===== src/sv/ggc_pkg.sv =====
`timescale 1ns / 1ps
// ----------------------------------------------------------------------------
// ggc_pkg: shared definitions for the greedy graph coloring engine
// Field widths, command codes, parameter defaults and the control word that
// the sequencer sends to the adjacency store.
// ----------------------------------------------------------------------------
package ggc_pkg;

    // Fixed widths of the stream fields
    localparam int VERTEX_W = 5;
    localparam int COLOR_W  = 5;
    localparam int CNT_W    = 6;
    localparam int TAKEN_W  = 2 ** COLOR_W;

    // Most results one color run can return
    localparam int RESULT_CAP = 32;

    // Default matrix size
    localparam int MAX_VERTICES_DEF = 32;

    // Command codes carried in tuser
    localparam logic CMD_EDGE  = 1'b0;
    localparam logic CMD_COLOR = 1'b1;

    // Control word from the sequencer to the adjacency store
    typedef struct packed {
        logic ren;    // read the row at raddr
        logic wen;    // write the row at waddr, mark it valid
        logic clear;  // drop every row back to empty
    } adj_ctl_t;

endpackage


===== src/sv/ggc_adj_mem.sv =====
`timescale 1ns / 1ps
// ----------------------------------------------------------------------------
// ggc_adj_mem: adjacency bit matrix store
// One row per vertex in a synchronous memory with one read and one write
// port. Per-row valid flags make a row that was not written since reset or
// the last clear read as all zero, so a clear only has to reset the flags.
// ----------------------------------------------------------------------------
module ggc_adj_mem
    import ggc_pkg::*;
#(
    parameter int MAX_VERTICES = MAX_VERTICES_DEF,
    parameter int AW           = $clog2(MAX_VERTICES)
) (
    input  logic                    aclk,
    input  logic                    aresetn,
    input  adj_ctl_t                ctl,
    input  logic [AW-1:0]           raddr,
    input  logic [AW-1:0]           waddr,
    input  logic [MAX_VERTICES-1:0] wdata,
    output logic [MAX_VERTICES-1:0] rdata
);

    logic [MAX_VERTICES-1:0] adj_mem [MAX_VERTICES];
    logic [MAX_VERTICES-1:0] rd_data_reg;
    logic                    rd_valid_reg;
    logic                    rd_valid_next;
    logic [MAX_VERTICES-1:0] valid_reg;
    logic [MAX_VERTICES-1:0] valid_next;

    // Write and read the row array
    always_ff @(posedge aclk) begin
        if (ctl.wen) begin
            adj_mem[waddr] <= wdata;
        end
        if (ctl.ren) begin
            rd_data_reg <= adj_mem[raddr];
        end
    end

    // Track which rows hold data
    always_comb begin
        valid_next    = valid_reg;
        rd_valid_next = rd_valid_reg;
        if (ctl.ren) begin
            rd_valid_next = valid_reg[raddr];
        end
        if (ctl.clear) begin
            valid_next = '0;
        end else if (ctl.wen) begin
            valid_next[waddr] = 1'b1;
        end
    end

    always_ff @(posedge aclk) begin
        if (!aresetn) begin
            valid_reg    <= '0;
            rd_valid_reg <= 1'b0;
        end else begin
            valid_reg    <= valid_next;
            rd_valid_reg <= rd_valid_next;
        end
    end

    // Empty rows read as no edges
    assign rdata = rd_valid_reg ? rd_data_reg : '0;

endmodule


===== src/sv/ggc_color_ram.sv =====
`timescale 1ns / 1ps
// ----------------------------------------------------------------------------
// ggc_color_ram: per-vertex color store
// Synchronous memory with one write and one registered read port. Entries
// are written by a run before they are read, so no reset is needed.
// ----------------------------------------------------------------------------
module ggc_color_ram
    import ggc_pkg::*;
#(
    parameter int MAX_VERTICES = MAX_VERTICES_DEF,
    parameter int AW           = $clog2(MAX_VERTICES)
) (
    input  logic               aclk,
    input  logic               ren,
    input  logic [AW-1:0]      raddr,
    input  logic               wen,
    input  logic [AW-1:0]      waddr,
    input  logic [COLOR_W-1:0] wdata,
    output logic [COLOR_W-1:0] rdata
);

    logic [COLOR_W-1:0] color_mem [MAX_VERTICES];
    logic [COLOR_W-1:0] rd_data_reg;

    // Write and read the color array
    always_ff @(posedge aclk) begin
        if (wen) begin
            color_mem[waddr] <= wdata;
        end
        if (ren) begin
            rd_data_reg <= color_mem[raddr];
        end
    end

    assign rdata = rd_data_reg;

endmodule


===== src/sv/ggc_engine.sv =====
`timescale 1ns / 1ps
// ----------------------------------------------------------------------------
// ggc_engine: command sequencer and result register
// Loads edges by read-modify-write of two adjacency rows. A color run reads
// row k, walks the colors of lower vertices through the color store, picks
// the first free color, stores it and hands the result to the output word.
// ----------------------------------------------------------------------------
module ggc_engine
    import ggc_pkg::*;
#(
    parameter int MAX_VERTICES = MAX_VERTICES_DEF,
    parameter int AW           = $clog2(MAX_VERTICES)
) (
    input  logic                    aclk,
    input  logic                    aresetn,
    // Command side
    input  logic                    s_tvalid,
    output logic                    s_tready,
    input  logic                    cmd,
    input  logic [VERTEX_W-1:0]     vertex_a,
    input  logic [VERTEX_W-1:0]     vertex_b,
    input  logic [CNT_W-1:0]        n_active,
    // Adjacency store
    output adj_ctl_t                adj_ctl,
    output logic [AW-1:0]           adj_raddr,
    output logic [AW-1:0]           adj_waddr,
    output logic [MAX_VERTICES-1:0] adj_wdata,
    input  logic [MAX_VERTICES-1:0] adj_rdata,
    // Color store
    output logic                    col_ren,
    output logic [AW-1:0]           col_raddr,
    output logic                    col_wen,
    output logic [AW-1:0]           col_waddr,
    output logic [COLOR_W-1:0]      col_wdata,
    input  logic [COLOR_W-1:0]      col_rdata,
    // Result side
    output logic                    m_valid,
    input  logic                    m_ready,
    output logic [VERTEX_W-1:0]     m_vertex,
    output logic [COLOR_W-1:0]      m_color,
    output logic                    m_last
);

    typedef enum logic [6:0] {
        ST_IDLE   = 7'b0000001,
        ST_EDGE_A = 7'b0000010,
        ST_EDGE_B = 7'b0000100,
        ST_ROW    = 7'b0001000,
        ST_LOAD   = 7'b0010000,
        ST_SCAN   = 7'b0100000,
        ST_PICK   = 7'b1000000
    } state_t;

    localparam logic [MAX_VERTICES-1:0] ROW_ONE   = {{(MAX_VERTICES-1){1'b0}}, 1'b1};
    localparam logic [TAKEN_W-1:0]      TAKEN_ONE = {{(TAKEN_W-1){1'b0}}, 1'b1};

    // Lowest color whose bit is clear; all taken cannot occur
    function automatic logic [COLOR_W-1:0] first_free(input logic [TAKEN_W-1:0] taken);
        logic [COLOR_W-1:0] c;
        c = COLOR_W'(TAKEN_W - 1);
        for (int i = TAKEN_W - 2; i >= 0; i--) begin
            if (!taken[i]) begin
                c = COLOR_W'(i);
            end
        end
        return c;
    endfunction

    state_t                  state_reg, state_next;
    logic [AW-1:0]           a_reg, a_next;
    logic [AW-1:0]           b_reg, b_next;
    logic [VERTEX_W-1:0]     k_reg, k_next;
    logic [VERTEX_W-1:0]     j_reg, j_next;
    logic [MAX_VERTICES-1:0] row_reg, row_next;
    logic [TAKEN_W-1:0]      taken_reg, taken_next;
    logic                    pend_reg, pend_next;
    logic                    out_valid_reg, out_valid_next;
    logic [VERTEX_W-1:0]     out_vertex_reg, out_vertex_next;
    logic [COLOR_W-1:0]      out_color_reg, out_color_next;
    logic                    out_last_reg, out_last_next;

    logic                    edge_ok;
    logic                    is_last;
    logic [COLOR_W-1:0]      pick_color;

    // Edge endpoints must be distinct and inside the active count
    assign edge_ok = ({1'b0, vertex_a} < n_active) && ({1'b0, vertex_b} < n_active)
                     && (vertex_a != vertex_b);
    assign is_last    = (({1'b0, k_reg} + CNT_W'(1)) == n_active);
    assign pick_color = first_free(taken_reg);

    always_comb begin
        state_next      = state_reg;
        a_next          = a_reg;
        b_next          = b_reg;
        k_next          = k_reg;
        j_next          = j_reg;
        row_next        = row_reg;
        taken_next      = taken_reg;
        pend_next       = pend_reg;
        out_vertex_next = out_vertex_reg;
        out_color_next  = out_color_reg;
        out_last_next   = out_last_reg;
        out_valid_next  = out_valid_reg && !m_ready;

        s_tready  = 1'b0;
        adj_ctl   = '0;
        adj_raddr = '0;
        adj_waddr = '0;
        adj_wdata = adj_rdata;
        col_ren   = 1'b0;
        col_raddr = AW'(j_reg);
        col_wen   = 1'b0;
        col_waddr = AW'(k_reg);
        col_wdata = pick_color;

        // Fold in the color returned for the previous scan step
        if (pend_reg) begin
            taken_next = taken_reg | (TAKEN_ONE << col_rdata);
        end

        unique case (state_reg)
            ST_IDLE: begin
                s_tready = 1'b1;
                if (s_tvalid) begin
                    if (cmd == CMD_EDGE) begin
                        if (edge_ok) begin
                            adj_ctl.ren = 1'b1;
                            adj_raddr   = AW'(vertex_a);
                            a_next      = AW'(vertex_a);
                            b_next      = AW'(vertex_b);
                            state_next  = ST_EDGE_A;
                        end
                    end else if (n_active == '0) begin
                        adj_ctl.clear = 1'b1;
                    end else begin
                        k_next     = '0;
                        state_next = ST_ROW;
                    end
                end
            end
            ST_EDGE_A: begin
                // Set bit b in row a, fetch row b
                adj_ctl.wen = 1'b1;
                adj_waddr   = a_reg;
                adj_wdata   = adj_rdata | (ROW_ONE << b_reg);
                adj_ctl.ren = 1'b1;
                adj_raddr   = b_reg;
                state_next  = ST_EDGE_B;
            end
            ST_EDGE_B: begin
                // Set bit a in row b
                adj_ctl.wen = 1'b1;
                adj_waddr   = b_reg;
                adj_wdata   = adj_rdata | (ROW_ONE << a_reg);
                state_next  = ST_IDLE;
            end
            ST_ROW: begin
                adj_ctl.ren = 1'b1;
                adj_raddr   = AW'(k_reg);
                state_next  = ST_LOAD;
            end
            ST_LOAD: begin
                row_next   = adj_rdata;
                j_next     = '0;
                taken_next = '0;
                pend_next  = 1'b0;
                state_next = ST_SCAN;
            end
            ST_SCAN: begin
                // Fetch the color of each lower vertex, keep neighbors only
                if (j_reg != k_reg) begin
                    col_ren   = 1'b1;
                    pend_next = row_reg[AW'(j_reg)];
                    j_next    = j_reg + VERTEX_W'(1);
                end else begin
                    pend_next  = 1'b0;
                    state_next = ST_PICK;
                end
            end
            ST_PICK: begin
                // Store the color and hand the result over once the slot frees
                if (!out_valid_reg || m_ready) begin
                    col_wen         = 1'b1;
                    out_valid_next  = 1'b1;
                    out_vertex_next = k_reg;
                    out_color_next  = pick_color;
                    out_last_next   = is_last;
                    if (is_last) begin
                        adj_ctl.clear = 1'b1;
                        state_next    = ST_IDLE;
                    end else begin
                        k_next     = k_reg + VERTEX_W'(1);
                        state_next = ST_ROW;
                    end
                end
            end
            default: begin
                state_next = ST_IDLE;
            end
        endcase
    end

    // Control state
    always_ff @(posedge aclk) begin
        if (!aresetn) begin
            state_reg     <= ST_IDLE;
            pend_reg      <= 1'b0;
            out_valid_reg <= 1'b0;
        end else begin
            state_reg     <= state_next;
            pend_reg      <= pend_next;
            out_valid_reg <= out_valid_next;
        end
    end

    // Payload and working registers
    always_ff @(posedge aclk) begin
        a_reg          <= a_next;
        b_reg          <= b_next;
        k_reg          <= k_next;
        j_reg          <= j_next;
        row_reg        <= row_next;
        taken_reg      <= taken_next;
        out_vertex_reg <= out_vertex_next;
        out_color_reg  <= out_color_next;
        out_last_reg   <= out_last_next;
    end

    assign m_valid  = out_valid_reg;
    assign m_vertex = out_vertex_reg;
    assign m_color  = out_color_reg;
    assign m_last   = out_last_reg;

endmodule


===== src/sv/greedy_graph_coloring.sv =====
`timescale 1ns / 1ps
// ----------------------------------------------------------------------------
// greedy_graph_coloring: first-fit graph coloring over an adjacency matrix
// Edge word: row read, then two row read-modify-writes; no new command is
// taken until both rows are written. An ignored edge or a color word with
// no vertices is handled in the idle state. Color word: for each vertex k,
// a row read, row latch, one color read per lower vertex and a pick;
// a stalled result holds the run in place.
// Reset (aresetn low, synchronous) empties the matrix and sets num_vertices
// to 32; the matrix empties again at the end of every run.
// ----------------------------------------------------------------------------
module greedy_graph_coloring
    import ggc_pkg::*;
#(
    parameter int MAX_VERTICES = MAX_VERTICES_DEF
) (
    input  logic         aclk,
    input  logic         aresetn,
    // Configuration
    input  logic         cfg_wr_en,
    input  logic [5:0]   cfg_wr_data,   // num_vertices
    // Command stream
    input  logic         s_tvalid,
    output logic         s_tready,
    input  logic [15:0]  s_tdata,       // [4:0] vertex_a, [9:5] vertex_b, rest zero
    input  logic         s_tuser,       // [0] cmd
    // Result stream
    output logic         m_tvalid,
    input  logic         m_tready,
    output logic [15:0]  m_tdata,       // [4:0] vertex, [9:5] color, rest zero
    output logic         m_tlast        // last
);

    localparam int AW = $clog2(MAX_VERTICES);
    localparam logic [CNT_W-1:0] N_CAP =
        CNT_W'((MAX_VERTICES < RESULT_CAP) ? MAX_VERTICES : RESULT_CAP);
    localparam logic [CNT_W-1:0] N_RESET = CNT_W'(32);

    logic [CNT_W-1:0]        num_vertices_reg, num_vertices_next;
    logic [CNT_W-1:0]        n_active;

    adj_ctl_t                adj_ctl;
    logic [AW-1:0]           adj_raddr;
    logic [AW-1:0]           adj_waddr;
    logic [MAX_VERTICES-1:0] adj_wdata;
    logic [MAX_VERTICES-1:0] adj_rdata;

    logic                    col_ren;
    logic [AW-1:0]           col_raddr;
    logic                    col_wen;
    logic [AW-1:0]           col_waddr;
    logic [COLOR_W-1:0]      col_wdata;
    logic [COLOR_W-1:0]      col_rdata;

    logic [VERTEX_W-1:0]     m_vertex;
    logic [COLOR_W-1:0]      m_color;

    // Hold the vertex count register
    assign num_vertices_next = cfg_wr_en ? cfg_wr_data : num_vertices_reg;

    always_ff @(posedge aclk) begin
        if (!aresetn) begin
            num_vertices_reg <= N_RESET;
        end else begin
            num_vertices_reg <= num_vertices_next;
        end
    end

    // Saturate the count to the matrix size and the result limit
    assign n_active = (num_vertices_reg > N_CAP) ? N_CAP : num_vertices_reg;

    ggc_adj_mem #(
        .MAX_VERTICES (MAX_VERTICES),
        .AW           (AW)
    ) u_adj_mem (
        .aclk    (aclk),
        .aresetn (aresetn),
        .ctl     (adj_ctl),
        .raddr   (adj_raddr),
        .waddr   (adj_waddr),
        .wdata   (adj_wdata),
        .rdata   (adj_rdata)
    );

    ggc_color_ram #(
        .MAX_VERTICES (MAX_VERTICES),
        .AW           (AW)
    ) u_color_ram (
        .aclk  (aclk),
        .ren   (col_ren),
        .raddr (col_raddr),
        .wen   (col_wen),
        .waddr (col_waddr),
        .wdata (col_wdata),
        .rdata (col_rdata)
    );

    ggc_engine #(
        .MAX_VERTICES (MAX_VERTICES),
        .AW           (AW)
    ) u_engine (
        .aclk      (aclk),
        .aresetn   (aresetn),
        .s_tvalid  (s_tvalid),
        .s_tready  (s_tready),
        .cmd       (s_tuser),
        .vertex_a  (s_tdata[4:0]),
        .vertex_b  (s_tdata[9:5]),
        .n_active  (n_active),
        .adj_ctl   (adj_ctl),
        .adj_raddr (adj_raddr),
        .adj_waddr (adj_waddr),
        .adj_wdata (adj_wdata),
        .adj_rdata (adj_rdata),
        .col_ren   (col_ren),
        .col_raddr (col_raddr),
        .col_wen   (col_wen),
        .col_waddr (col_waddr),
        .col_wdata (col_wdata),
        .col_rdata (col_rdata),
        .m_valid   (m_tvalid),
        .m_ready   (m_tready),
        .m_vertex  (m_vertex),
        .m_color   (m_color),
        .m_last    (m_tlast)
    );

    // Pack the result word
    assign m_tdata = {6'b0, m_color, m_vertex};

endmodule

===== config.mk =====
export PLATFORM = sky130hd
export DESIGN_NAME = greedy_graph_coloring
export DESIGN_NICKNAME = d
export VERILOG_FILES = /design/src/sv/ggc_pkg.sv /design/src/sv/ggc_adj_mem.sv /design/src/sv/ggc_color_ram.sv /design/src/sv/ggc_engine.sv /design/src/sv/greedy_graph_coloring.sv
export SDC_FILE = /design/constraint.sdc
export NUM_CORES = 2
export LEC_CHECK = 0
export ABC_AREA = 1
export BUFFER_PORTS_ARGS = -buffer_cell sky130_fd_sc_hd__buf_2
export CAP_MARGIN = 20
export CORE_ASPECT_RATIO = 0.9
export CORE_MARGIN = 5
export CORE_UTILIZATION = 25
export DETAILED_ROUTE_END_ITERATION = 8
export GPL_TIMING_DRIVEN = 1
export PLACE_DENSITY = 0.47
export SLEW_MARGIN = 20
export SYNTH_ARGS = -nofsm -noshare
export SYNTH_HDL_FRONTEND = slang
export SYNTH_SLANG_ARGS = --single-unit
export TNS_END_PERCENT = 10

===== constraint.sdc =====
create_clock -name aclk -period 9.58 [get_ports aclk]
set_input_delay 0.479 -clock aclk [delete_from_list [all_inputs] [get_ports aclk]]
set_output_delay 0.479 -clock aclk [all_outputs]
set_load 0.05 [all_outputs]

==> results.cfg <==
[layout]
top_register = u_adj_mem.adj_mem
largestRegisters = u_adj_mem.adj_mem: 1024 flops, u_color_ram.color_mem: 160 flops
n_fill_cell = 22172
number_of_flip_flops_under_the_largest_register_name = 1024
insertedDiodeCount = 0
area_growth_syn_to_layout_pct = 15.6
layout.nets = 4369
drive_above_1_share_pct = 9.72
post-route-cell-area_sq_um = 63400

[placed_design]
place.gp.congestion = 0.779
placed_cell_area_sq_um = 58500
place_hpwl_mm = 81.3
numPortBuffers = 34

[worst_hold_path]
timing.hold.worst_path_depth = 2
hold_path.startpoint = aresetn
worstHoldPathType = input pin to flip-flop

[clock_network]
clock_tree.buffer_depth = 3
post_cts_resized = 0
numCtsBuffers = 142
cts_tree = done
numClockSinks = 1363
clock_tree_root_driver_cell = clkbuf_16
clkSlewWorstSetupHoldPaths_ps = 60
h-tree-depth = 4
worst_skew_pair.late_latency_ps = 780

[timing]
rsz0062_at_grt = false
finalSetupViolCount = 0
slew_headroom_pct = 21.9
finalHoldViolations = 0
slew_violations = 0
min_clock_period_post_route_ps = 5470
worst_pin_slew_ps = 1170
hold_ws_ps = 86.7
final.setup.tns_ps = 0
final_min_period_over_clock_period_pct = 57.1
maxClockFrequency_mhz = 183
clock-skew-final_ps = 19.4

[die]
dieHeight_um = 454
die_width_um = 504
ioPinCount = 47
starting_density_of_the_core_pct = 25.1
fp-row-count = 163
core_sq_um = 219000
die_area_sq_um = 229000

[critical_path]
rr_startpoint = num_vertices_reg[5]
path_max_fanout = 189
worst-r2r-cell-count = 19
req_time_crit_path_ps = 10210
cp.arrival_ps = 6100
worstSetupStartpoint = num_vertices_reg[5]
crit_path_start_kind = flip-flop
element_type_at_the_critical_path_end = flip-flop
critPathKind = flip-flop to flip-flop

[global_route]
total_routing_resource_utilization_after_global_routing_pct = 13.3
grt_start_max_net_pins = 205
number_of_global_route_vias_before_repair = 33055
grt_overflow_total = 0
grt_first_pass_wirelength_mm = 229
antenna_found_initial = 2

[detailed_routing]
via_per_inst = 4.78
drt.antenna.violating_nets = 0
drt_drc_violations_left = 0
routed-via-count = 35013
drt-total-wl_mm = 158
dr.pass1.iters = 6
wire_per_inst_um = 21.5
first_iter_violations = 3347

[status]
run_status = finished clean

[logic_synthesis]
synth-seq-area-share_pct = 73.2
ys_async_sr_fraction_pct = 0
post_synth_num_cell_types = 53
postSynthRegisterBits = 1363
synth.avg_cell_area_sq_um = 12.7
synth_warnings = 0
synth_flop_cell = edfxtp_1
syn_inst = 4332
mappedNetlistArea_sq_um = 54800
number_of_enable_type_register_cells_in_the_synthesized_netlist = 1284

[power_and_ir_drop]
peakVddDrop_mv = 0.218
power_density_nw_per_um2 = 231
total_leakage_power_nw = 19.7
totalPowerFinal_w = 0.0147

[run]
maximum_capacitance_violations = 0
[layout make-up]
class                      instances  area (sq um)  share of cell area, %
clock buffer                     179          3760                   5.94
clock inverter                    81           845                   1.33
inverter                         148           567                  0.894
multi-input combinational       2538         13500                   21.2
sequential                      1363         40100                   63.3
tap                             2887          3610                   5.70
timing repair buffer             135          1040                   1.65
[worst max-delay path, stage by stage (launching register included)]
cell and delay (ps):
dfxtp_1 400, clkinv_2 170, nand2_1 180, ha_1 270, a21o_1 180, a22oi_1 130
nand2_1 70, nor2_1 130, nand2_1 120, nor2_4 320, nand2_2 150, nand2_8 500
buf_12 560, buf_12 630, nor2_1 80, o32ai_1 380, o211ai_1 130, nand2_1 100
nand2_1 100, nand2_1 130
[cell usage in the layout, fill, tap and decap left out, types with 21 or more instances in the layout]
master	n
edfxtp_1	1284
nor2_1	912
o21ai_0	457
nand2_1	275
o32ai_1	154
clkbuf_16	144
inv_1	138
o22ai_1	97
o211ai_1	93
o221ai_1	89
o21ai_1	82
dfxtp_1	79
buf_4	75
nand3_1	55
a21oi_1	46
or2_1	41
nor2_4	35
buf_2	34
or2_0	32
clkbuf_1	32
clkinv_1	30
or2_2	28
clkinv_2	23
o21ai_4	22
dlygate4sd3_1	21
[cell families after synthesis]
group	Yosys count	synth area share, %
and+or+nand+nor	1427	10.6
xor gates and xnor gates	13	0.208
AOI/OAI and AO/OA	1079	12.3
other	1	0.00684
adders and majority gates	13	0.297
buffers and inverters	436	3.38
DFF	1363	73.2
[per-stage QoR]
step / cells / util [%] / worst slack, ps
final: 7331 / 29.0 / 4110
after global routing: 7331 / 29.0 / 3670
after CTS: 7330 / 28.9 / 4030
after detailed placement: 7049 / 26.7 / 4070
after global placement: 7049 / 26.7 / 4070
after floorplan: 4337 / - / 5800
[routing by layer]
layer | track usage, % | vias up | wire [um]
met3 | 1.99 | 198 | 8600
met1 | 19.5 | 17854 | 75200
met4 | 2.94 | 0 | 2570
li1 | - | 15978 | -
met2 | 20.9 | 983 | 71500
met5 | 0 | - | 0
[power by group]
part           switching, W  internal, W  total, W
clock               0.00237      0.00318   0.00555
sequential        0.0000827      0.00686   0.00695
combinational       0.00160     0.000577   0.00218
[synthesized netlist by cell type, types with 4 or more instances]
library cell,instances,area [sq um]
a21oi_1,47,235
and2_1,6,37.5
buf_1,11,41.3
buf_2,65,325
buf_4,16,120
buf_6,10,113
clkbuf_1,186,698
clkinv_1,4,15.0
dfxtp_1,79,1580
edfxtp_1,1284,38600
ha_1,13,163
inv_1,140,526
nand2_1,278,1040
nand3_1,56,280
nand4_1,11,68.8
nor2_1,947,3550
nor3_1,10,50.1
nor4_1,9,56.3
o211ai_1,93,698
o21ai_0,490,2450
o21ai_1,79,395
o21bai_1,7,52.6
o221ai_1,89,780
o22ai_1,97,607
o311ai_0,6,52.6
o32ai_1,154,1350
or2_0,32,200
or2_1,41,257
or2_2,28,175
xnor2_1,5,43.8
xor2_1,8,70.1
[path summary, 6_finish.rpt]
| check | endpoint | slack [ps] |
|---|---|---|
| setup / recovery | u_adj_mem.rd_data_reg[17] | 4110 |
| hold / removal | u_engine.state_reg[0] | 90 |
| setup reg to reg | u_adj_mem.rd_data_reg[17] | 4110 |
| hold reg to reg | u_adj_mem.valid_reg[7] | 460 |
[repair_timing]
item                                   CTS  global route
endpoints found under the hold margin   17             0
buffers inserted                         0             0
hold buffers                            21             0
Power figures use the tool's default switching activity.
